$ cat config.mk
export PLATFORM = sky130hd
export DESIGN_NAME = svpd_vec_cell
export DESIGN_NICKNAME = d
export VERILOG_FILES = /design/src/rtl/svpd_pkg.sv /design/src/rtl/svpd_vec_cell.sv
export SDC_FILE = /design/constraint.sdc
export NUM_CORES = 1
export LEC_CHECK = 0
export BUFFER_PORTS_ARGS = -buffer_cell sky130_fd_sc_hd__buf_2
export CAP_MARGIN = 20
export CELL_PAD_IN_SITES_DETAIL_PLACEMENT = 1
export CELL_PAD_IN_SITES_GLOBAL_PLACEMENT = 1
export CORE_MARGIN = 10
export CORE_UTILIZATION = 35
export CTS_CLUSTER_DIAMETER = 100
export DETAILED_ROUTE_END_ITERATION = 8
export PLACE_DENSITY_LB_ADDON = 0.1
export SYNTH_ARGS = -nofsm -noshare
export SYNTH_HDL_FRONTEND = slang
export SYNTH_SLANG_ARGS = --single-unit
$ cat constraint.sdc
create_clock -name clk_i -period 1.1 [get_ports clk_i]
set_input_delay 0.165 -clock clk_i [delete_from_list [all_inputs] [get_ports clk_i]]
set_output_delay 0.165 -clock clk_i [all_outputs]
set_load 0.01 [all_outputs]
$ cat src/rtl/svpd_pkg.sv
`timescale 1ns / 1ps
// Shared types, widths and constant tables for the space vector PWM duty unit.
// No dependencies.
package svpd_pkg;

  // Fixed datapath widths, sized for the full range of fields and stage counts
  localparam int unsigned VW       = 33;  // vectoring x/y
  localparam int unsigned RW       = 34;  // rotation x/y/z
  localparam int unsigned DIV_BITS = 48;  // divider dividend and quotient
  localparam int unsigned REM_W    = 15;  // divider remainder
  localparam int unsigned TW       = 52;  // signed phase times, Q30
  localparam int unsigned PRESCALE = 14;
  localparam logic [62:0] SQRT3_Q30 = 63'd1859775393;
  localparam logic [14:0] VLIMIT_RESET = 15'd12288;

  typedef struct packed {
    logic signed [15:0] volt_q;
    logic signed [15:0] volt_d;
    logic        [15:0] elec_angle;
  } in_t;

  typedef struct packed {
    logic [15:0] duty_a;
    logic [15:0] duty_b;
    logic [15:0] duty_c;
    logic [2:0]  sector;
    logic        clipped;
  } out_t;

  typedef struct packed {
    logic signed [VW-1:0] x;
    logic signed [VW-1:0] y;
    logic        [31:0]   z;
    logic        [15:0]   elec;
    logic                 zero;
  } vec_t;

  typedef struct packed {
    logic signed [RW-1:0] x_phi;
    logic signed [RW-1:0] y_phi;
    logic signed [RW-1:0] z_phi;
    logic signed [RW-1:0] x_psi;
    logic signed [RW-1:0] y_psi;
    logic signed [RW-1:0] z_psi;
    logic        [2:0]    sector;
  } rot_t;

  typedef struct packed {
    logic [DIV_BITS-1:0] num1;
    logic [DIV_BITS-1:0] quo1;
    logic [REM_W-1:0]    rem1;
    logic                neg1;
    logic [DIV_BITS-1:0] num2;
    logic [DIV_BITS-1:0] quo2;
    logic [REM_W-1:0]    rem2;
    logic                neg2;
    logic [2:0]          sector;
  } div_t;

  // Arctangent of 2^-i as a fraction of a turn
  function automatic logic [31:0] atan_turn(input logic [4:0] idx);
    logic [31:0] r;
    r = '0;
    unique case (idx)
      5'd0:  r = 32'h20000000;
      5'd1:  r = 32'h12E4051E;
      5'd2:  r = 32'h09FB385B;
      5'd3:  r = 32'h051111D4;
      5'd4:  r = 32'h028B0D43;
      5'd5:  r = 32'h0145D7E1;
      5'd6:  r = 32'h00A2F61E;
      5'd7:  r = 32'h00517C55;
      5'd8:  r = 32'h0028BE53;
      5'd9:  r = 32'h00145F2F;
      5'd10: r = 32'h000A2F98;
      5'd11: r = 32'h000517CC;
      5'd12: r = 32'h00028BE6;
      5'd13: r = 32'h000145F3;
      5'd14: r = 32'h0000A2FA;
      5'd15: r = 32'h0000517D;
      5'd16: r = 32'h000028BE;
      5'd17: r = 32'h0000145F;
      5'd18: r = 32'h00000A30;
      5'd19: r = 32'h00000518;
      5'd20: r = 32'h0000028C;
      5'd21: r = 32'h00000146;
      5'd22: r = 32'h000000A3;
      5'd23: r = 32'h00000051;
      default: r = '0;
    endcase
    return r;
  endfunction

  // Sector boundaries k*2^32/6, rounded
  function automatic logic [32:0] sector_edge(input logic [2:0] k);
    logic [32:0] r;
    r = '0;
    unique case (k)
      3'd0: r = 33'd0;
      3'd1: r = 33'd715827883;
      3'd2: r = 33'd1431655765;
      3'd3: r = 33'd2147483648;
      3'd4: r = 33'd2863311531;
      3'd5: r = 33'd3579139413;
      3'd6: r = 33'd4294967296;
      default: r = '0;
    endcase
    return r;
  endfunction

  // CORDIC gain squared in Q30, truncated at each step
  function automatic logic [63:0] gain_sq(input int unsigned n);
    logic [63:0] g;
    g = 64'd1 << 30;
    for (int unsigned i = 0; i < n; i++) begin
      g = g + (g >> (2 * i));
    end
    return g;
  endfunction

endpackage

$ cat src/rtl/svpd_vec_cell.sv
`timescale 1ns / 1ps
// One vectoring CORDIC micro-rotation: drives y towards zero and sums the angle.
// Depends on svpd_pkg.
module svpd_vec_cell #(
  parameter int unsigned STAGE = 0
) (
  input  logic            clk_i,
  input  logic            rst_ni,
  input  logic            en_i,
  input  logic            valid_i,
  input  svpd_pkg::vec_t  data_i,
  output logic            valid_o,
  output svpd_pkg::vec_t  data_o
);

  logic           valid_q;
  svpd_pkg::vec_t data_q, data_d;

  // Rotate by the direction that reduces |y|
  always_comb begin
    logic signed [svpd_pkg::VW-1:0] dx, dy;
    dx = data_i.y >>> STAGE;
    dy = data_i.x >>> STAGE;
    data_d = data_i;
    if (!data_i.y[svpd_pkg::VW-1]) begin
      data_d.x = data_i.x + dx;
      data_d.y = data_i.y - dy;
      data_d.z = data_i.z + svpd_pkg::atan_turn(5'(STAGE));
    end else begin
      data_d.x = data_i.x - dx;
      data_d.y = data_i.y + dy;
      data_d.z = data_i.z - svpd_pkg::atan_turn(5'(STAGE));
    end
  end

  // Advance valid
  always_ff @(posedge clk_i or negedge rst_ni) begin
    if (!rst_ni) begin
      valid_q <= 1'b0;
    end else if (en_i) begin
      valid_q <= valid_i;
    end
  end

  // Advance payload
  always_ff @(posedge clk_i) begin
    if (en_i) begin
      data_q <= data_d;
    end
  end

  assign valid_o = valid_q;
  assign data_o  = data_q;

endmodule

==> flow_summary.json <==
{
  "layout.nets": 1882,
  "final.setup_skew_ns": 0,
  "fmax_ghz": 0.407,
  "io_pins": 235,
  "synth_cell_types": 79,
  "drtIter0Drc": 677,
  "finalHoldViolations": 0,
  "hold_class": "in -> async",
  "synth.net_count": 1220,
  "firstDrtPassIters": 5,
  "r2r_setup_slack_ns": 0.36,
  "internal-power_mw": 13.2,
  "pre_cts_ws_ns": -2.01,
  "swShare": 0.363,
  "path_depth": 17,
  "synth_seq_area_share": 0.373,
  "finalSetupViolations": 176,
  "p_comb_frac": 0.426,
  "numCtsBuffers": 17,
  "power_frac_clock": 0.294,
  "slew_headroom": 0.488,
  "crit-reg2reg-launch": "valid_o$_DFFE_PN0P_",
  "globalplace.congestion": 0.926,
  "p_switching_mw": 7.53,
  "grt_max_degree": 46,
  "synth_area_um2": 9240,
  "ir_worst_vdd_mv": 1.11,
  "synth_edf_count": 114,
  "setup_slack_ns": -1.36,
  "p_per_area_nw_per_um2": 1230,
  "drtAntennaViolNets": 0,
  "vias_per_cell": 5.30,
  "share_seq_of_total_power": 0.281,
  "worstPathArrival_ns": 2.66,
  "cp-end-kind": "register",
  "worst_r2r_endpoint": "valid_o$_DFFE_PN0P_",
  "timing.hold.ws_ns": 0.0203,
  "cp_top_family": "buffers and inverters",
  "drv_slew": 0,
  "track_usage": 0.258,
  "ys.flop_type": "edfxtp_1",
  "route.detailed.drc": 0,
  "crit_buf_inv": 6,
  "grt_overflow": 0,
  "worstSetupStartpointType": "input pin",
  "synth.avg_cell_area_um2": 9.32,
  "drive_gt1_frac": 0.566,
  "grt_pass1_vias": 11500,
  "maxCapViolCount": 0,
  "fin_crit_sh": 2.24,
  "dieHeight_um": 183,
  "area_growth_pct": 82.7,
  "final_cell_count_no_fill": 2003,
  "dieArea_um2": 33300,
  "violations": "negative setup slack",
  "start_util": 0.355,
  "tns_ns": -66.40,
  "hpwlAfterDp_um": 31600,
  "worstPathRequired_ns": 1.30,
  "startpoint": "data_i[82]",
  "cts-root-buf": "clkbuf_16",
  "status": "complete, but fails checks",
  "cts_tree": "built",
  "placedCellCount": 1867,
  "rsz0062_at_grt": "yes",
  "routedWlPerCell_um": 23.4,
  "worstSkewPairLatency_ns": 0.44,
  "async_flop_share": 0.00870,
  "seqCellArea_um2": 3450,
  "num_rows": 59,
  "cp_max_fo": 3,
  "ys_ff_latch": 115,
  "htree_levels": 4,
  "period_needed_ns": 2.46,
  "clk_pin_slew_ns": 0.07,
  "path_cells": "buf_12 -> buf_4 -> buf_6 -> ha_4 -> fa_2 -> and2b_2 -> o21ai_4 -> a31oi_4 -> nand3_2 -> buf_6 -> nand2_4 -> buf_4 -> nand2_4 -> nand2_4 -> mux2i_1 -> buf_4 -> xnor2_4",
  "vias": 10600,
  "worst_pin_slew_ns": 0.762,
  "fillers": 2837,
  "yosysWarnings": 0,
  "syn_inst": 992,
  "slowest_stage": "fa_2",
  "die_w_um": 183,
  "core-area_um2": 26100,
  "multiInputGateArea_um2": 6780,
  "critPathMaxStageDelay_ns": 0.36,
  "wirelength_um": 46800,
  "grt_pass1_wl_um": 67200,
  "p_total_mw": 20.7,
  "leakage_nw": 7.60,
  "portBuffers": 234,
  "worstRegToRegCells": 1,
  "crit_type": "in -> reg",
  "cts_max_path_buffers": 2,
  "antenna_found_initial": 1,
  "cts.sinks": 115
}
[how the worst max path moves through the flow]
stage / endpoint / slack, ns
2_1_floorplan: data_o[112]$_DFFE_PP_ / -1.35
3_3_place_gp: data_o[108]$_DFFE_PP_ / -1.94
5_1_grt: data_o[100]$_DFFE_PP_ / -1.45
6_report: data_o[100]$_DFFE_PP_ / -1.36
4_1_cts: data_o[81]$_DFFE_PP_ / -1.25
3_5_place_dp: data_o[79]$_DFFE_PP_ / -2.01
[power by group through the flow]
stage          logic [mW]  registers, mW  clock network, mW
2_1_floorplan        2.98           6.14                  0
3_3_place_gp         6.66           5.86                  0
3_5_place_dp         6.80           5.86                  0
4_1_cts              7.92           5.79               6.09
5_1_grt              9.34           5.85               6.28
6_report             8.82           5.81               6.08
[cells in the final DEF, fill, tap and decap left out, types with 7 or more instances in the layout]
cell	count
o21ai_2	18
o21ai_4	11
inv_2	13
inv_4	7
clkbuf_16	17
nand4_1	10
nand2_1	38
edfxtp_1	114
a21oi_4	16
a21oi_2	39
mux2i_1	9
ha_4	20
xnor2_2	8
buf_12	13
buf_4	354
o21ai_0	27
nand3_1	9
a21oi_1	76
ha_1	81
inv_1	81
xnor2_1	49
o21ai_1	20
o21bai_1	19
nor3_1	18
buf_2	214
a21o_1	15
nand2_2	9
nor2_1	64
buf_6	52
dlygate4sd3_1	48
[repair_timing]
item | in CTS | in global routing
hold endpoints to repair | 48 | 0
pin swaps | 88 | 89
buffers inserted | 31 | 35
hold buffers | 48 | 0
setup endpoints to repair | 178 | 179
gates resized for setup | 212 | 123
[layer usage]
layer  global-route usage  wire length, µm  vias to the layer above  share of wire
met5                    0                0                        -              0
met4               0.0755             1060                        0          0.023
met3               0.0534             3040                       70          0.065
met2                0.452            23900                      431           0.51
met1                0.310            18800                     5268           0.40
li1                     -                -                     4856              -
[state kept, by name (all words and copies together), names as in the netlist]
| register | cells |
|---|---|
| data_o | 114 |
| valid_o | 1 |
[final cells by class]
class,instances,share of cell area
Tap cell,335,0.0248
Sequential cell,115,0.204
Timing Repair Buffer,686,0.304
Antenna cell,1,0.000148
Clock inverter,15,0.0102
Clock buffer,17,0.0252
Multi-Input combinational cell,721,0.401
Inverter,113,0.0305
[logic make-up after synthesis]
logic type	synth area share
compound gates	0.218
simple gates	0.105
buf+inv	0.0727
flops	0.373
fa+ha+maj	0.151
xor+xnor	0.0597
mux	0.0207
[synth_stat cells, types with 9 or more instances]
library cell	number	share of area
o21ai_0	70	0.038
ha_1	105	0.14
nand2_1	52	0.021
a21o_1	15	0.012
clkbuf_1	19	0.0077
o21bai_1	21	0.017
nor2_1	74	0.030
xnor2_1	58	0.055
nand3_1	11	0.0060
inv_1	103	0.042
mux2i_1	18	0.019
a21oi_1	130	0.070
edfxtp_1	114	0.37
nand4_1	10	0.0068
buf_2	9	0.0049
nor3_1	24	0.013
o31ai_1	11	0.0089
[metrics by stage]
step | cell area (µm²) | utilization
3_3_place_gp | 13900 | 0.532
3_5_place_dp | 13900 | 0.532
6_report | 16900 | 0.648
2_1_floorplan | 9840 | -
4_1_cts | 16100 | 0.619
5_1_grt | 16900 | 0.648
(Power assumes the default switching activity.)
