File: config.mk
export PLATFORM = sky130hd
export DESIGN_NAME = svpd_rot_cell
export DESIGN_NICKNAME = d
export VERILOG_FILES = /design/src/rtl/svpd_pkg.sv /design/src/rtl/svpd_rot_cell.sv
export SDC_FILE = /design/constraint.sdc
export NUM_CORES = 1
export LEC_CHECK = 0
export ABC_AREA = 0
export ABC_CLOCK_PERIOD_IN_PS = 900
export BUFFER_PORTS_ARGS = -buffer_cell sky130_fd_sc_hd__clkbuf_2
export CAP_MARGIN = 5
export CORE_MARGIN = 5
export CORE_UTILIZATION = 45
export CTS_CLUSTER_SIZE = 40
export DETAILED_ROUTE_END_ITERATION = 16
export PLACE_DENSITY = 0.68
export SLEW_MARGIN = 20
export SYNTH_ARGS = -nofsm -noshare
export SYNTH_HDL_FRONTEND = slang
export SYNTH_SLANG_ARGS = --single-unit
File: constraint.sdc
create_clock -name clk_i -period 0.9 [get_ports clk_i]
set_input_delay 0.18 -clock clk_i [delete_from_list [all_inputs] [get_ports clk_i]]
set_output_delay 0.18 -clock clk_i [all_outputs]
set_load 0.01 [all_outputs]
File: src/rtl/svpd_pkg.sv
`timescale 1ns / 1ps
// Shared types, widths and constant tables for the space vector PWM duty unit.
// No dependencies.
package svpd_pkg;

  // Fixed datapath widths, sized for the full range of fields and stage counts
  localparam int unsigned VW       = 33;  // vectoring x/y
  localparam int unsigned RW       = 34;  // rotation x/y/z
  localparam int unsigned DIV_BITS = 48;  // divider dividend and quotient
  localparam int unsigned REM_W    = 15;  // divider remainder
  localparam int unsigned TW       = 52;  // signed phase times, Q30
  localparam int unsigned PRESCALE = 14;
  localparam logic [62:0] SQRT3_Q30 = 63'd1859775393;
  localparam logic [14:0] VLIMIT_RESET = 15'd12288;

  typedef struct packed {
    logic signed [15:0] volt_q;
    logic signed [15:0] volt_d;
    logic        [15:0] elec_angle;
  } in_t;

  typedef struct packed {
    logic [15:0] duty_a;
    logic [15:0] duty_b;
    logic [15:0] duty_c;
    logic [2:0]  sector;
    logic        clipped;
  } out_t;

  typedef struct packed {
    logic signed [VW-1:0] x;
    logic signed [VW-1:0] y;
    logic        [31:0]   z;
    logic        [15:0]   elec;
    logic                 zero;
  } vec_t;

  typedef struct packed {
    logic signed [RW-1:0] x_phi;
    logic signed [RW-1:0] y_phi;
    logic signed [RW-1:0] z_phi;
    logic signed [RW-1:0] x_psi;
    logic signed [RW-1:0] y_psi;
    logic signed [RW-1:0] z_psi;
    logic        [2:0]    sector;
  } rot_t;

  typedef struct packed {
    logic [DIV_BITS-1:0] num1;
    logic [DIV_BITS-1:0] quo1;
    logic [REM_W-1:0]    rem1;
    logic                neg1;
    logic [DIV_BITS-1:0] num2;
    logic [DIV_BITS-1:0] quo2;
    logic [REM_W-1:0]    rem2;
    logic                neg2;
    logic [2:0]          sector;
  } div_t;

  // Arctangent of 2^-i as a fraction of a turn
  function automatic logic [31:0] atan_turn(input logic [4:0] idx);
    logic [31:0] r;
    r = '0;
    unique case (idx)
      5'd0:  r = 32'h20000000;
      5'd1:  r = 32'h12E4051E;
      5'd2:  r = 32'h09FB385B;
      5'd3:  r = 32'h051111D4;
      5'd4:  r = 32'h028B0D43;
      5'd5:  r = 32'h0145D7E1;
      5'd6:  r = 32'h00A2F61E;
      5'd7:  r = 32'h00517C55;
      5'd8:  r = 32'h0028BE53;
      5'd9:  r = 32'h00145F2F;
      5'd10: r = 32'h000A2F98;
      5'd11: r = 32'h000517CC;
      5'd12: r = 32'h00028BE6;
      5'd13: r = 32'h000145F3;
      5'd14: r = 32'h0000A2FA;
      5'd15: r = 32'h0000517D;
      5'd16: r = 32'h000028BE;
      5'd17: r = 32'h0000145F;
      5'd18: r = 32'h00000A30;
      5'd19: r = 32'h00000518;
      5'd20: r = 32'h0000028C;
      5'd21: r = 32'h00000146;
      5'd22: r = 32'h000000A3;
      5'd23: r = 32'h00000051;
      default: r = '0;
    endcase
    return r;
  endfunction

  // Sector boundaries k*2^32/6, rounded
  function automatic logic [32:0] sector_edge(input logic [2:0] k);
    logic [32:0] r;
    r = '0;
    unique case (k)
      3'd0: r = 33'd0;
      3'd1: r = 33'd715827883;
      3'd2: r = 33'd1431655765;
      3'd3: r = 33'd2147483648;
      3'd4: r = 33'd2863311531;
      3'd5: r = 33'd3579139413;
      3'd6: r = 33'd4294967296;
      default: r = '0;
    endcase
    return r;
  endfunction

  // CORDIC gain squared in Q30, truncated at each step
  function automatic logic [63:0] gain_sq(input int unsigned n);
    logic [63:0] g;
    g = 64'd1 << 30;
    for (int unsigned i = 0; i < n; i++) begin
      g = g + (g >> (2 * i));
    end
    return g;
  endfunction

endpackage

File: src/rtl/svpd_rot_cell.sv
`timescale 1ns / 1ps
// One rotation CORDIC micro-rotation for both the phi and psi lanes.
// Depends on svpd_pkg.
module svpd_rot_cell #(
  parameter int unsigned STAGE = 0
) (
  input  logic            clk_i,
  input  logic            rst_ni,
  input  logic            en_i,
  input  logic            valid_i,
  input  svpd_pkg::rot_t  data_i,
  output logic            valid_o,
  output svpd_pkg::rot_t  data_o
);

  logic           valid_q;
  svpd_pkg::rot_t data_q, data_d;

  // Turn each lane towards a residual angle of zero
  always_comb begin
    logic signed [svpd_pkg::RW-1:0] at;
    at = $signed({2'b00, svpd_pkg::atan_turn(5'(STAGE))});
    data_d = data_i;
    if (!data_i.z_phi[svpd_pkg::RW-1]) begin
      data_d.x_phi = data_i.x_phi - (data_i.y_phi >>> STAGE);
      data_d.y_phi = data_i.y_phi + (data_i.x_phi >>> STAGE);
      data_d.z_phi = data_i.z_phi - at;
    end else begin
      data_d.x_phi = data_i.x_phi + (data_i.y_phi >>> STAGE);
      data_d.y_phi = data_i.y_phi - (data_i.x_phi >>> STAGE);
      data_d.z_phi = data_i.z_phi + at;
    end
    if (!data_i.z_psi[svpd_pkg::RW-1]) begin
      data_d.x_psi = data_i.x_psi - (data_i.y_psi >>> STAGE);
      data_d.y_psi = data_i.y_psi + (data_i.x_psi >>> STAGE);
      data_d.z_psi = data_i.z_psi - at;
    end else begin
      data_d.x_psi = data_i.x_psi + (data_i.y_psi >>> STAGE);
      data_d.y_psi = data_i.y_psi - (data_i.x_psi >>> STAGE);
      data_d.z_psi = data_i.z_psi + at;
    end
  end

  // Advance valid
  always_ff @(posedge clk_i or negedge rst_ni) begin
    if (!rst_ni) begin
      valid_q <= 1'b0;
    end else if (en_i) begin
      valid_q <= valid_i;
    end
  end

  // Advance payload
  always_ff @(posedge clk_i) begin
    if (en_i) begin
      data_q <= data_d;
    end
  end

  assign valid_o = valid_q;
  assign data_o  = data_q;

endmodule

==> metrics.md <==
| Metric | Value |
|---|---|
| P_leak | `15.1 nW` |
| Tcrit/Tclk final | `289%` |
| Combinational share of power | `47.5%` |
| Worst EP arrival | `2900 ps` |
| Critical path required time | `roughly 1200 ps` |
| FFs w/ async S/R, synth | `0.485%` |
| # fillers | `2299` |
| CP Capture Type | `flop` |
| Largest net degree at the start of global routing | `54` |
| Die area | `44700 um2` |
| Sw Share | `36.4%` |
| Setup slack at placement | `-2380 ps` |
| WP buf/inv | `4` |
| Setup Skew | `0 ps` |
| Total number of vias | `about 22000` |
| Skew-Pair Late Insertion Delay | `560 ps` |
| Seq/Total Area, Yosys | `33.8%` |
| RR Startpoint | `valid_o` |
| Layout cells sized above 1 | `54.1%` |
| Post-synth EDFFs | `around 210` |
| Crit-path max FO | `3` |
| YS warnings | `0` |
| TritonCTS Buffers | `25` |
| Final setup viols | `roughly 350` |
| Worst slew margin | `between 50% and 60%` |
| Failing checks | `negative setup slack` |
| Post-synth top area share | `between 30% and 40%` |
| Clock share of power | `24.1%` |
| Number of global-route vias before repair | `around 22000` |
| Starting Density | `between 40 and 50%` |
| Synth area leader | `edfxtp_1` |
| Synth Net Count | `2487` |
| Root buffer cell | `clkbuf_16` |
| Gpl congestion | `0.997` |
| Total power | `between 40 and 50 mW` |
| Wire length after detailed routing | `around 89000 um` |
| RSZ-0062 raised after global routing | `yes` |
| Post-Syn Area per Cell | `8.85 um2` |
| Initial antenna violation count | `11` |
| Worst path cell trace | `clkbuf_16, buf_8, ha_4, fa_2, nor3b_4, o31ai_4, a21bo_4, buf_4, buf_6, a211o_1, a31oi_2, a221o_1, nand2_2, o221ai_2, xnor2_1` |
| Post-Synthesis Cells | `2064` |
| Count leader, synth | `a21oi_1` |
| # IOs | `about 420` |
| CP startpoint | `data_i[139]` |
| Core box area | `around 40000 um2` |
| Synth Cell Area | `about 18000 um2` |
| First-pass GRT wire length | `around 130000 um` |
| Setup ws final | `-1700 ps` |
| Remaining antenna violation count | `0` |
| Largest stage delay on the critical path | `390 ps` |
| Port buffer count | `418` |
| CP delay by family, top | `compound AO/OA/AOI/OAI gates` |
| P_sw | `16.6 mW` |
| CTS clock-pin slew for the worst setup and hold paths | `about 60 ps` |
| DR iter-0 viols | `2224` |
| Maximum vdd drop | `1.44 mV` |
| CTS Buffer Depth | `3` |
| Hold crit path type | `input pin to flop` |
| Total global-route track usage | `a little over a third` |
| Fmax | `0.385 GHz` |
| Number of H-tree levels | `1` |
| Post-synth top cells | `207 x a21oi_1, 205 x edfxtp_1, 204 x ha_1` |
| Die Y | `211 um` |
| Via/cell ratio | `approximately 5.8` |
| Max-slew violations | `0` |
| HPWL Detailed | `between 60000 and 70000 um` |
| Hold path start | `data_i[134]` |
| Worst slew pin tran | `721 ps` |
| Synth Register Bits | `between 200 and 250` |
| Startpoint types | `input pin` |
| Final global-route overflow total | `0` |
| WS Path Type | `input pin to flop` |
| Nets@finish | `between 3000 and 4000` |
| Sequential Power Share | `28.4%` |
| Row Count | `73` |
| Fin crit period | `2600 ps` |
| Area growth, synth to finish | `80.2%` |
| CTS sink cnt | `206` |
| Library cells used by synthesis | `73` |
| 1st-pass router iterations | `6` |
| Status | `complete, but fails checks` |
| Fin. Hold Viols | `0` |
| WL/cell | `~23 um` |
| Synth top area cells | `edfxtp_1 34%, ha_1 14%, a21oi_1 5.7%` |
| Worst reg-to-reg setup slack | `40 ps` |
| Pwr/cell area | `1390 nW/um2` |
| Main synth FF type | `edfxtp_1` |
| Worst path slowest cell | `a221o_1` |
| Pint | `just under 30 mW` |
| CTS tree | `yes` |
| Die Wd | `211 um` |
| Max-cap check violation count | `0` |
| Remaining DRCs | `0` |
-- tightest hold or removal path: cells and delay by family --
family | cells | cell delay, ps
buffers and inverters | 3 | 320
-- per-layer routing --
metal	track usage (%)	vias to the layer above	wire, um
met1	44.6	10755	33100
met5	0	-	41
met4	15.1	6	5520
li1	-	10016	-
met3	4.80	351	7420
met2	61.9	1289	43300
-- cell families (layout without fill, tap and decap cells) --
kind of cell	after synthesis	after routing	share of synthesized area, %
and+or+nand+nor	509	509	13.4
DFF	206	206	33.8
muxes	33	33	1.83
other	0	9	0
xor gates and xnor gates	130	130	6.24
AOI/OAI and AO/OA	667	667	23.4
buffers and inverters	307	1589	6.42
adders and majority gates	212	212	14.9
-- final timing paths --
check / depth (start not counted) / to
hold / removal: 3 / data_o[134]
max in group asynchronous: 3 / valid_o
setup / recovery: 15 / data_o[165]
setup reg to reg: 1 / valid_o
hold reg to reg: 1 / valid_o
min in group asynchronous: 3 / valid_o
-- sequential cells by signal, indices dropped and copies added (netlist names) --
register  cells
data_o      205
valid_o       1
-- power groups by stage --
stage	combinational [mW]	clock (mW)	sequential, mW
after floorplan	7.71	0	13.7
after global placement	16.9	0	13.0
after detailed placement	17.1	0	13.0
after CTS	19.5	10.8	12.9
after global routing	22.7	11.5	13.0
final	21.7	11.0	13.0
-- per-stage QoR --
step	instances	setup TNS, ps	instance area (um2)	hold slack, ps	utilization [%]
global route	3879	-238090	32900	37.3	82.4
finish	3880	-227620	32900	33.3	82.4
CTS	3828	-210580	31500	0.995	79.0
floorplan	2064	-151250	19800	-116	-
detailed placement	3653	-252880	27500	-42.1	69.0
global placement	3653	-245530	27500	-44.3	69.0
-- placed cells by master, fill, tap and decap left out, types with 19 or more instances in the layout --
| master | synthesis | layout |
|---|---|---|
| buf_4 | 2 | 733 |
| clkbuf_2 | 0 | 386 |
| edfxtp_1 | 205 | 205 |
| inv_1 | 203 | 170 |
| ha_1 | 204 | 154 |
| nor2_1 | 165 | 140 |
| a21oi_1 | 207 | 132 |
| buf_6 | 1 | 109 |
| nand2_1 | 117 | 93 |
| xnor2_1 | 109 | 80 |
| dlygate4sd3_1 | 0 | 66 |
| o21ai_0 | 137 | 58 |
| a21o_1 | 57 | 56 |
| a21oi_2 | 0 | 54 |
| ha_4 | 0 | 40 |
| o21ai_2 | 0 | 36 |
| clkbuf_16 | 0 | 34 |
| o21bai_1 | 41 | 32 |
| xnor2_2 | 0 | 29 |
| o21ai_1 | 1 | 27 |
| nand3_1 | 33 | 26 |
| nor3_1 | 35 | 25 |
| o211ai_1 | 24 | 24 |
| nand4_1 | 24 | 24 |
| a21oi_4 | 0 | 21 |
| mux2i_1 | 30 | 20 |
| xor2_1 | 21 | 19 |
-- timing repair --
action | 4_1_cts | 5_1_grt
setup buffers | 87 | 67
endpoints found under the hold margin | 67 | 0
setup endpoints to repair | 344 | 344
gates cloned | 0 | 0
pin swaps | 234 | 176
gates resized for setup | 388 | 233
hold buffers | 66 | 0
-- cell type report --
class	count	area, um2	area share (%)
Antenna cell	9	22.5	0.0684
Sequential cell	206	6180	18.8
Tap cell	525	657	2.00
Clock inverter	14	194	0.589
Clock buffer	32	682	2.07
Timing Repair Buffer	1338	10100	30.6
Inverter	205	920	2.79
Multi-Input combinational cell	1551	14200	43.1
Power figures use the tool's default switching activity.
