==> config.mk <==
export PLATFORM = sky130hd
export DESIGN_NAME = svpd_div_cell
export DESIGN_NICKNAME = d
export VERILOG_FILES = /design/src/rtl/svpd_pkg.sv /design/src/rtl/svpd_div_cell.sv
export SDC_FILE = /design/constraint.sdc
export NUM_CORES = 1
export LEC_CHECK = 0
export BUFFER_PORTS_ARGS = -buffer_cell sky130_fd_sc_hd__buf_2
export CAP_MARGIN = 20
export CELL_PAD_IN_SITES_DETAIL_PLACEMENT = 1
export CELL_PAD_IN_SITES_GLOBAL_PLACEMENT = 1
export CORE_AREA = 2 2 185 187
export DETAILED_ROUTE_END_ITERATION = 7
export DIE_AREA = 0 0 187 189
export MAX_ROUTING_LAYER = met4
export PLACE_DENSITY_LB_ADDON = 0.1
export SYNTH_ARGS = -nofsm -noshare
export SYNTH_HDL_FRONTEND = slang
export SYNTH_SLANG_ARGS = --single-unit
==> constraint.sdc <==
create_clock -name clk_i -period 1.8 [get_ports clk_i]
set_input_delay 0.36 -clock clk_i [delete_from_list [all_inputs] [get_ports clk_i]]
set_output_delay 0.36 -clock clk_i [all_outputs]
set_load 0.02 [all_outputs]
==> src/rtl/svpd_pkg.sv <==
`timescale 1ns / 1ps
// Shared types, widths and constant tables for the space vector PWM duty unit.
// No dependencies.
package svpd_pkg;

  // Fixed datapath widths, sized for the full range of fields and stage counts
  localparam int unsigned VW       = 33;  // vectoring x/y
  localparam int unsigned RW       = 34;  // rotation x/y/z
  localparam int unsigned DIV_BITS = 48;  // divider dividend and quotient
  localparam int unsigned REM_W    = 15;  // divider remainder
  localparam int unsigned TW       = 52;  // signed phase times, Q30
  localparam int unsigned PRESCALE = 14;
  localparam logic [62:0] SQRT3_Q30 = 63'd1859775393;
  localparam logic [14:0] VLIMIT_RESET = 15'd12288;

  typedef struct packed {
    logic signed [15:0] volt_q;
    logic signed [15:0] volt_d;
    logic        [15:0] elec_angle;
  } in_t;

  typedef struct packed {
    logic [15:0] duty_a;
    logic [15:0] duty_b;
    logic [15:0] duty_c;
    logic [2:0]  sector;
    logic        clipped;
  } out_t;

  typedef struct packed {
    logic signed [VW-1:0] x;
    logic signed [VW-1:0] y;
    logic        [31:0]   z;
    logic        [15:0]   elec;
    logic                 zero;
  } vec_t;

  typedef struct packed {
    logic signed [RW-1:0] x_phi;
    logic signed [RW-1:0] y_phi;
    logic signed [RW-1:0] z_phi;
    logic signed [RW-1:0] x_psi;
    logic signed [RW-1:0] y_psi;
    logic signed [RW-1:0] z_psi;
    logic        [2:0]    sector;
  } rot_t;

  typedef struct packed {
    logic [DIV_BITS-1:0] num1;
    logic [DIV_BITS-1:0] quo1;
    logic [REM_W-1:0]    rem1;
    logic                neg1;
    logic [DIV_BITS-1:0] num2;
    logic [DIV_BITS-1:0] quo2;
    logic [REM_W-1:0]    rem2;
    logic                neg2;
    logic [2:0]          sector;
  } div_t;

  // Arctangent of 2^-i as a fraction of a turn
  function automatic logic [31:0] atan_turn(input logic [4:0] idx);
    logic [31:0] r;
    r = '0;
    unique case (idx)
      5'd0:  r = 32'h20000000;
      5'd1:  r = 32'h12E4051E;
      5'd2:  r = 32'h09FB385B;
      5'd3:  r = 32'h051111D4;
      5'd4:  r = 32'h028B0D43;
      5'd5:  r = 32'h0145D7E1;
      5'd6:  r = 32'h00A2F61E;
      5'd7:  r = 32'h00517C55;
      5'd8:  r = 32'h0028BE53;
      5'd9:  r = 32'h00145F2F;
      5'd10: r = 32'h000A2F98;
      5'd11: r = 32'h000517CC;
      5'd12: r = 32'h00028BE6;
      5'd13: r = 32'h000145F3;
      5'd14: r = 32'h0000A2FA;
      5'd15: r = 32'h0000517D;
      5'd16: r = 32'h000028BE;
      5'd17: r = 32'h0000145F;
      5'd18: r = 32'h00000A30;
      5'd19: r = 32'h00000518;
      5'd20: r = 32'h0000028C;
      5'd21: r = 32'h00000146;
      5'd22: r = 32'h000000A3;
      5'd23: r = 32'h00000051;
      default: r = '0;
    endcase
    return r;
  endfunction

  // Sector boundaries k*2^32/6, rounded
  function automatic logic [32:0] sector_edge(input logic [2:0] k);
    logic [32:0] r;
    r = '0;
    unique case (k)
      3'd0: r = 33'd0;
      3'd1: r = 33'd715827883;
      3'd2: r = 33'd1431655765;
      3'd3: r = 33'd2147483648;
      3'd4: r = 33'd2863311531;
      3'd5: r = 33'd3579139413;
      3'd6: r = 33'd4294967296;
      default: r = '0;
    endcase
    return r;
  endfunction

  // CORDIC gain squared in Q30, truncated at each step
  function automatic logic [63:0] gain_sq(input int unsigned n);
    logic [63:0] g;
    g = 64'd1 << 30;
    for (int unsigned i = 0; i < n; i++) begin
      g = g + (g >> (2 * i));
    end
    return g;
  endfunction

endpackage

==> src/rtl/svpd_div_cell.sv <==
`timescale 1ns / 1ps
// One restoring-division step for both active-time lanes: one quotient bit each.
// Depends on svpd_pkg.
module svpd_div_cell (
  input  logic                          clk_i,
  input  logic                          rst_ni,
  input  logic                          en_i,
  input  logic [svpd_pkg::REM_W-1:0]    divisor_i,
  input  logic                          valid_i,
  input  svpd_pkg::div_t                data_i,
  output logic                          valid_o,
  output svpd_pkg::div_t                data_o
);

  logic           valid_q;
  svpd_pkg::div_t data_q, data_d;

  // Shift in the next dividend bit and subtract where it fits
  always_comb begin
    logic [svpd_pkg::REM_W:0] tr1, tr2;
    logic                     b1, b2;
    tr1 = {data_i.rem1, data_i.num1[svpd_pkg::DIV_BITS-1]};
    tr2 = {data_i.rem2, data_i.num2[svpd_pkg::DIV_BITS-1]};
    b1  = (tr1 >= {1'b0, divisor_i});
    b2  = (tr2 >= {1'b0, divisor_i});
    data_d      = data_i;
    data_d.num1 = data_i.num1 << 1;
    data_d.num2 = data_i.num2 << 1;
    data_d.quo1 = {data_i.quo1[svpd_pkg::DIV_BITS-2:0], b1};
    data_d.quo2 = {data_i.quo2[svpd_pkg::DIV_BITS-2:0], b2};
    data_d.rem1 = b1 ? svpd_pkg::REM_W'(tr1 - {1'b0, divisor_i})
                     : tr1[svpd_pkg::REM_W-1:0];
    data_d.rem2 = b2 ? svpd_pkg::REM_W'(tr2 - {1'b0, divisor_i})
                     : tr2[svpd_pkg::REM_W-1:0];
  end

  // Advance valid
  always_ff @(posedge clk_i or negedge rst_ni) begin
    if (!rst_ni) begin
      valid_q <= 1'b0;
    end else if (en_i) begin
      valid_q <= valid_i;
    end
  end

  // Advance payload
  always_ff @(posedge clk_i) begin
    if (en_i) begin
      data_q <= data_d;
    end
  end

  assign valid_o = valid_q;
  assign data_o  = data_q;

endmodule

==> flow_summary_export.csv, run 1 <==
group,metric,value,unit
power,max-vdd-ir-drop,0.602,mV
critical_path,critical_path.slowest_cell,"sky130_fd_sc_hd__fa_2",
power,combPwrFrac,22.2,%
critical_path,critical_path.n_buffers_inverters,3,
global_route,grt_pass1_vias,8390,
global_route,grt_pass1_wl,51.8,mm
drt,ant_nets,0,
outcome,violations,"negative setup slack",
final_layout,layout.nets,1600,
cts,cts_tree,"yes",
synth,synth-async-reset-ratio,0.442,%
final_layout,final_standard_cell_area_without_fillers,16000,sq um
power,switchingPower,4.11,mW
critical_path,required,2.08,ns
timing,total_count_of_max_transition_violations_in_the_final_report,0,
drt,drc,0,
drt,detailedRoute.firstPassIterationCount,4,
job,max_cap_violations,0,
critical_path,worstPathArrival,2.42,ns
synth,yosys_register_bits,226,
synth,synth-warning-count,0,
critical_path,timing.critical_path.max_delay_family,"compound AO/OA/AOI/OAI gates",
global_route,global_route.usage.total,19.9,%
critical_path,timing.critical_path.from_type,"input pin",
timing,final.period_utilization,119,%
placed_design,dpl.hpwl,25.5,mm
critical_path,timing.critical_path.fanout_max,6,
cts,cts.clk_slew.worst_paths,0.06,ns
global_route,grt_max_degree,60,
floorplanning,floorplan.rows,67,
placed_design,dpl-instance-area,12700,sq um
hold_path,holdCritPathClass,"in -> reg",
timing,setup-violations-final,30,
drt,drt_first_iter_violations,313,
timing,period_needed,2.14,ns
floorplanning,die-area,35300,sq um
floorplanning,fp.coreArea,33300,sq um
cts,insertion_delay,0.53,ns
timing,final.setup.worst_slack,-0.338,ns
floorplanning,start_util,26.5,%
cts,clk_path_buf_depth,3,
timing,timing.final.hold_violations,0,
synth,syn_area_per_cell,17.0,sq um
critical_path,worstPathCellList,"buf_8, inv_12, ha_4, fa_2, nand2b_4, a211o_1, a21oi_4, nor3_2, o211a_4, buf_12, mux2_4",
drt,total_number_of_vias,7616,
timing,max_freq,468,MHz
cts,tritoncts_num_sinks,226,
drt,drt-wirelength-per-cell,19.6,um
power,share_clk_of_total_power,34.8,%
synth,seq_area_frac_synth,76.9,%
floorplanning,floorplan.io_pins,474,
power,power-per-cell-area,938,nW/um^2
power,power_leakage,6.94,nW
placed_design,routabilityCongestion,0.820,
final_layout,multi_input_comb_area,2280,sq um
timing,worst_clock_skew,0,ns
final_layout,flow.area_growth_from_synthesis,82.0,%
drt,viasPerCell,4.24,
global_route,globalRoute.totalOverflow,0,
cts,cts_htree_levels,1,
final_layout,post_route_cells_drive_above_1_share,53.8,%
drt,drt_wl_total,35.2,mm
critical_path,worst-setup-path-type,"in -> reg",
timing,grt_setup_unrepaired,"true",
synth,yosys.cell_types.count,53,
final_layout,area.sequential,6780,sq um
power,cellInternalPower,10.9,mW
global_route,grt_antenna_before_repair,6,
cts,clk_tree_root_cell,"sky130_fd_sc_hd__clkbuf_16",
critical_path,cpPeakStageDelay,0.35,ns
outcome,outcome,"complete, but fails checks",
synth,number_of_enable_type_register_cells_in_the_synthesized_netlist,225,
floorplanning,dieWidth,187,um
synth,synthesis.instances,519,
power,netSwitchingFraction,27.3,%
floorplanning,die_y,189,um
synth,netlist_area,8810,sq um
power,seq_power_share,43.0,%
placed_design,place_ws,-1.05,ns
placed_design,io_buffer_count,469,
final_layout,layout.filler_cells,3523,
cts,numCtsBuffers,27,
critical_path,worstSetupEndpointType,"flip-flop",
synth,synth_flop_cell,"sky130_fd_sc_hd__edfxtp_1",
-- final cells by class --
type | count | area share (%)
Antenna cell | 6 | 0.0936
Clock buffer | 32 | 4.33
Clock inverter | 18 | 0.928
Inverter | 23 | 0.772
Multi-Input combinational cell | 253 | 14.2
Sequential cell | 226 | 42.3
Tap cell | 448 | 3.49
Timing Repair Buffer | 791 | 33.9
-- sequential cells by signal, summed over array words and instances (netlist names) --
| name | count |
|---|---|
| data_o | 225 |
| valid_o | 1 |
-- kinds of logic after synthesis --
logic type	share of synthesized area (%)
flip-flops	76.9
AND/OR/NAND/NOR	5.12
AO/OA/AOI/OAI	6.71
buffers and inverters	2.17
adder cells (fa/ha/maj)	4.71
XOR/XNOR	1.99
multiplexers	2.31
other	0.0425
-- power groups by stage --
| stage | combinational [mW] | clock [mW] | sequential, mW |
|---|---|---|---|
| 6_report | 3.35 | 5.23 | 6.47 |
| 5_1_grt | 3.58 | 5.59 | 6.51 |
| 4_1_cts | 3.25 | 5.39 | 6.46 |
| 3_5_place_dp | 2.73 | 0 | 6.56 |
| 3_3_place_gp | 2.70 | 0 | 6.55 |
| 2_1_floorplan | 0.723 | 0 | 7.20 |
-- repair_timing --
item                                    in CTS  in global routing
pin swaps                                   16                 13
buffers inserted                             6                  4
endpoints found under the setup margin      31                 31
gates resized for setup                     47                 41
cloned                                       2                  1
endpoints found under the hold margin      192                  0
hold buffers                               192                  0
-- cell usage after synthesis, types with 4 or more instances --
cell type | n | share of area [%]
sky130_fd_sc_hd__nor2b_1 | 5 | 0.35
sky130_fd_sc_hd__xor2_1 | 9 | 0.89
sky130_fd_sc_hd__nand4_1 | 8 | 0.57
sky130_fd_sc_hd__o21ai_0 | 24 | 1.4
sky130_fd_sc_hd__a211oi_1 | 4 | 0.34
sky130_fd_sc_hd__mux2_4 | 7 | 1.2
sky130_fd_sc_hd__ha_1 | 30 | 4.3
sky130_fd_sc_hd__a21oi_1 | 20 | 1.1
sky130_fd_sc_hd__mux2_2 | 7 | 0.89
sky130_fd_sc_hd__inv_1 | 22 | 0.94
sky130_fd_sc_hd__clkbuf_1 | 9 | 0.38
sky130_fd_sc_hd__buf_2 | 5 | 0.28
sky130_fd_sc_hd__a21o_1 | 6 | 0.51
sky130_fd_sc_hd__nor3_1 | 7 | 0.40
sky130_fd_sc_hd__nor2_1 | 18 | 0.77
sky130_fd_sc_hd__edfxtp_1 | 225 | 77
sky130_fd_sc_hd__xnor2_1 | 11 | 1.1
sky130_fd_sc_hd__nand2_1 | 30 | 1.3
sky130_fd_sc_hd__nand2b_1 | 10 | 0.71
sky130_fd_sc_hd__o31ai_1 | 4 | 0.34
sky130_fd_sc_hd__nand3_1 | 9 | 0.51
-- cells in the final DEF, fill, tap and decap left out, drive strengths merged, types with 4 or more instances in the layout --
cell type,netlist,layout
a211oi,4,4
a21o,6,6
a21oi,21,21
buf,9,597
clkbuf,9,34
clkinv,0,14
diode,0,6
dlygate4sd3,0,192
edfxtp,225,225
ha,30,30
inv,23,23
mux2,14,14
nand2,30,30
nand2b,10,10
nand3,9,9
nand4,8,8
nor2,18,18
nor2b,5,5
nor3,7,7
o21ai,24,24
o31ai,4,4
xnor2,11,11
xor2,9,9
-- per-stage QoR --
step	total power [mW]	setup TNS, ns	instances	hold slack, ns	util (%)
2_1_floorplan	7.93	-17.74	520	0.0644	-
3_3_place_gp	9.25	-26.03	1536	0.135	38.1
3_5_place_dp	9.30	-26.51	1536	0.136	38.1
4_1_cts	15.1	-4.27	1786	0.000604	47.5
5_1_grt	15.7	-7.98	1797	0.00690	48.2
6_report	15.0	-6.74	1797	0.0282	48.2
-- worst paths after layout --
path                             startpoint         end  slack, ns  cells past startpoint
worst max-delay path            data_i[114]  data_o[11]      -0.34                     11
max in group asynchronous            rst_ni     valid_o       1.58                      2
min in group asynchronous            rst_ni     valid_o       0.13                      2
worst min register to register      valid_o     valid_o       0.55                      1
worst min-delay path             data_i[37]  data_o[38]       0.03                      1
worst max register to register      valid_o     valid_o       1.03                      1
-- per-layer routing --
layer  share of wire, %  track usage, %
met5                  0               -
met4                3.8            7.57
met3                6.4            4.84
met2                 52            35.2
met1                 38            21.6
Note: power is estimated with default switching activity, not from simulation.
==> run 2: changes to the inputs <==
Settings changed: SKIP_LAST_GASP from default to 1.
==> run 2 against run 1 <==
Compared with the run above: the run still ends with negative setup slack left; fmax about the same; hold slack barely moved; clock power is essentially flat; via count increased by 0.22%; die area unchanged; wire length is essentially flat; critical path depth unchanged; design area fell by 0.34%; critical endpoint is now data_o[13]; largest power group unchanged; highest routed layer unchanged.
==> flow_summary_export.csv, run 2 (synthesis gave the netlist of run 1 again) <==
group,metric,value,unit
cts,insertion_delay,0.53,ns
critical_path,timing.critical_path.from_type,"input pin",
floorplanning,fp.coreArea,33300,sq um
placed_design,routabilityCongestion,0.820,
global_route,grt_max_degree,60,
critical_path,reg2reg_to,"valid_o",
timing,tns,-5.63,ns
drt,ant_nets,0,
floorplanning,floorplan.rows,67,
hold_path,holdCritPathClass,"in -> reg",
outcome,violations,"negative setup slack",
hold_path,min_to,"data_o[38]",
cts,cts.clk_slew.worst_paths,0.06,ns
floorplanning,die-area,35300,sq um
critical_path,reg2reg_depth,1,
placed_design,dp.cells,1536,
critical_path,worstPathArrival,2.42,ns
floorplanning,die_y,189,um
cts,cts_htree_levels,1,
hold_path,worst_hold_path.num_cells,1,
placed_design,io_buffer_count,469,
floorplanning,start_util,26.5,%
cts,numCtsBuffers,27,
floorplanning,floorplan.io_pins,474,
floorplanning,dieWidth,187,um
global_route,grt_pass1_wl,51.8,mm
critical_path,required,2.08,ns
drt,drt-wirelength-per-cell,19.6,um
drt,viasPerCell,4.25,
global_route,grt_pass1_vias,8386,
power,max-vdd-ir-drop,0.602,mV
critical_path,timing.critical_path.fanout_max,6,
final_layout,layout_common_cells,"sky130_fd_sc_hd__buf_2 (465), sky130_fd_sc_hd__edfxtp_1 (225), sky130_fd_sc_hd__dlygate4sd3_1 (192)",
timing,final.period_utilization,119,%
cts,tritoncts_num_sinks,226,
global_route,global_route.usage.total,19.9,%
global_route,globalRoute.totalOverflow,0,
placed_design,dpl.hpwl,25.5,mm
job,max_cap_violations,0,
global_route,grt_antenna_before_repair,6,
outcome,outcome,"complete, but fails checks",
drt,drt_wl_total,35.2,mm
timing,timing.final.hold_violations,0,
timing,final.setup.worst_slack,-0.338,ns
final_layout,flow.area_growth_from_synthesis,81.3,%
timing,worst_margin_slew,0.508,ns
final_layout,layout.filler_cells,3530,
timing,setup-violations-final,30,
power,fin_total_pwr,15.0,mW
drt,drt_first_iter_violations,310,
placed_design,place_ws,-1.05,ns
final_layout,finalCoreUtilization,48.0,%
critical_path,crit-reg2reg-launch,"valid_o",
critical_path,r2r_setup_slk,1.03,ns
timing,worst_clock_skew,0,ns
drt,detailedRoute.firstPassIterationCount,4,
cts,clk_path_buf_depth,3,
cts,clk_tree_root_cell,"sky130_fd_sc_hd__clkbuf_16",
hold_path,hold_start,"data_i[37]",
final_layout,post_route_cells_drive_above_1_share,53.4,%
drt,drc,0,
critical_path,worstSetupEndpointType,"flip-flop",
final_layout,largest_register_ffs,225,
critical_path,worst-setup-path-type,"in -> reg",
power,power-per-cell-area,939,nW/um^2
cts,cts_tree,"yes",
final_layout,finalNonFillerCells,1796,
final_layout,layout.cells.most_common,"sky130_fd_sc_hd__buf_2",
timing,timing.slew.headroom,66.0,%
timing,grt_setup_unrepaired,"true",
final_layout,layout.nets,1599,
drt,total_number_of_vias,7633,
timing,period_needed,2.14,ns
power,power_leakage,6.93,nW
timing,total_count_of_max_transition_violations_in_the_final_report,0,
timing,max_freq,468,MHz
run 2: cell types whose count changed in the layout (fill, tap and decap cells not counted), sizes merged:
cell,change
buf,-1
run 2: worst max path at each step:
stage / startpoint / to / slack, ns / cells after the start
after detailed placement: data_i[114] / data_o[15] / -1.05 / 11
after global placement: data_i[114] / data_o[14] / -1.03 / 11
after CTS: data_i[114] / data_o[13] / -0.31 / 11
after global routing: data_i[114] / data_o[13] / -0.38 / 11
final: data_i[114] / data_o[13] / -0.34 / 11
after floorplan: data_i[114] / data_o[11] / -0.88 / 11
run 2: power by group:
part	leakage, nW	switching, mW	internal (mW)
Sequential	2.21	0.121	6.35
Combinational	4.31	1.79	1.52
Clock	0.409	2.19	3.04
Total	6.93	4.10	10.9
run 2: metrics by stage:
stage	cell area [sq um]	hold slack [ns]
floorplan	8980	0.0644
global placement	12700	0.135
detailed placement	12700	0.136
CTS	15800	0.000604
global route	16000	0.00690
finish	16000	0.0279
run 2: cell type report:
type                       count  area, sq um  share of cell area, %
antenna                        6         15.0                 0.0939
inverter                      23          124                  0.775
clock inverter                18          149                  0.931
sequential                   226         6780                   42.4
multi-input combinational    253         2230                   14.0
clock buffer                  32          694                   4.34
tap                          448          561                   3.51
timing repair buffer         790         5430                   33.9
run 2: per-layer routing:
layer | GRT usage (%) | share of wire [%]
met1 | 21.6 | 38
met2 | 35.3 | 52
met3 | 4.84 | 6.4
met4 | 7.57 | 4.0
met5 | - | 0
run 2: worst max-delay path, stage by stage:
cell	delay, ns
sky130_fd_sc_hd__buf_8	0.09
sky130_fd_sc_hd__inv_12	0.03
sky130_fd_sc_hd__ha_4	0.15
sky130_fd_sc_hd__fa_2	0.35
sky130_fd_sc_hd__nand2b_4	0.15
sky130_fd_sc_hd__a211o_1	0.31
sky130_fd_sc_hd__a21oi_4	0.16
sky130_fd_sc_hd__nor3_2	0.06
sky130_fd_sc_hd__o211a_4	0.31
sky130_fd_sc_hd__buf_12	0.15
sky130_fd_sc_hd__mux2_4	0.29
run 2: repair_timing:
item                       4_1_cts  5_1_grt
cloned                           2        1
pin swaps                       15       10
hold endpoints to repair       192        0
setup endpoints to repair       31       31
setup buffers                    6        3
resized for setup               43       36
hold buffers                   192        0
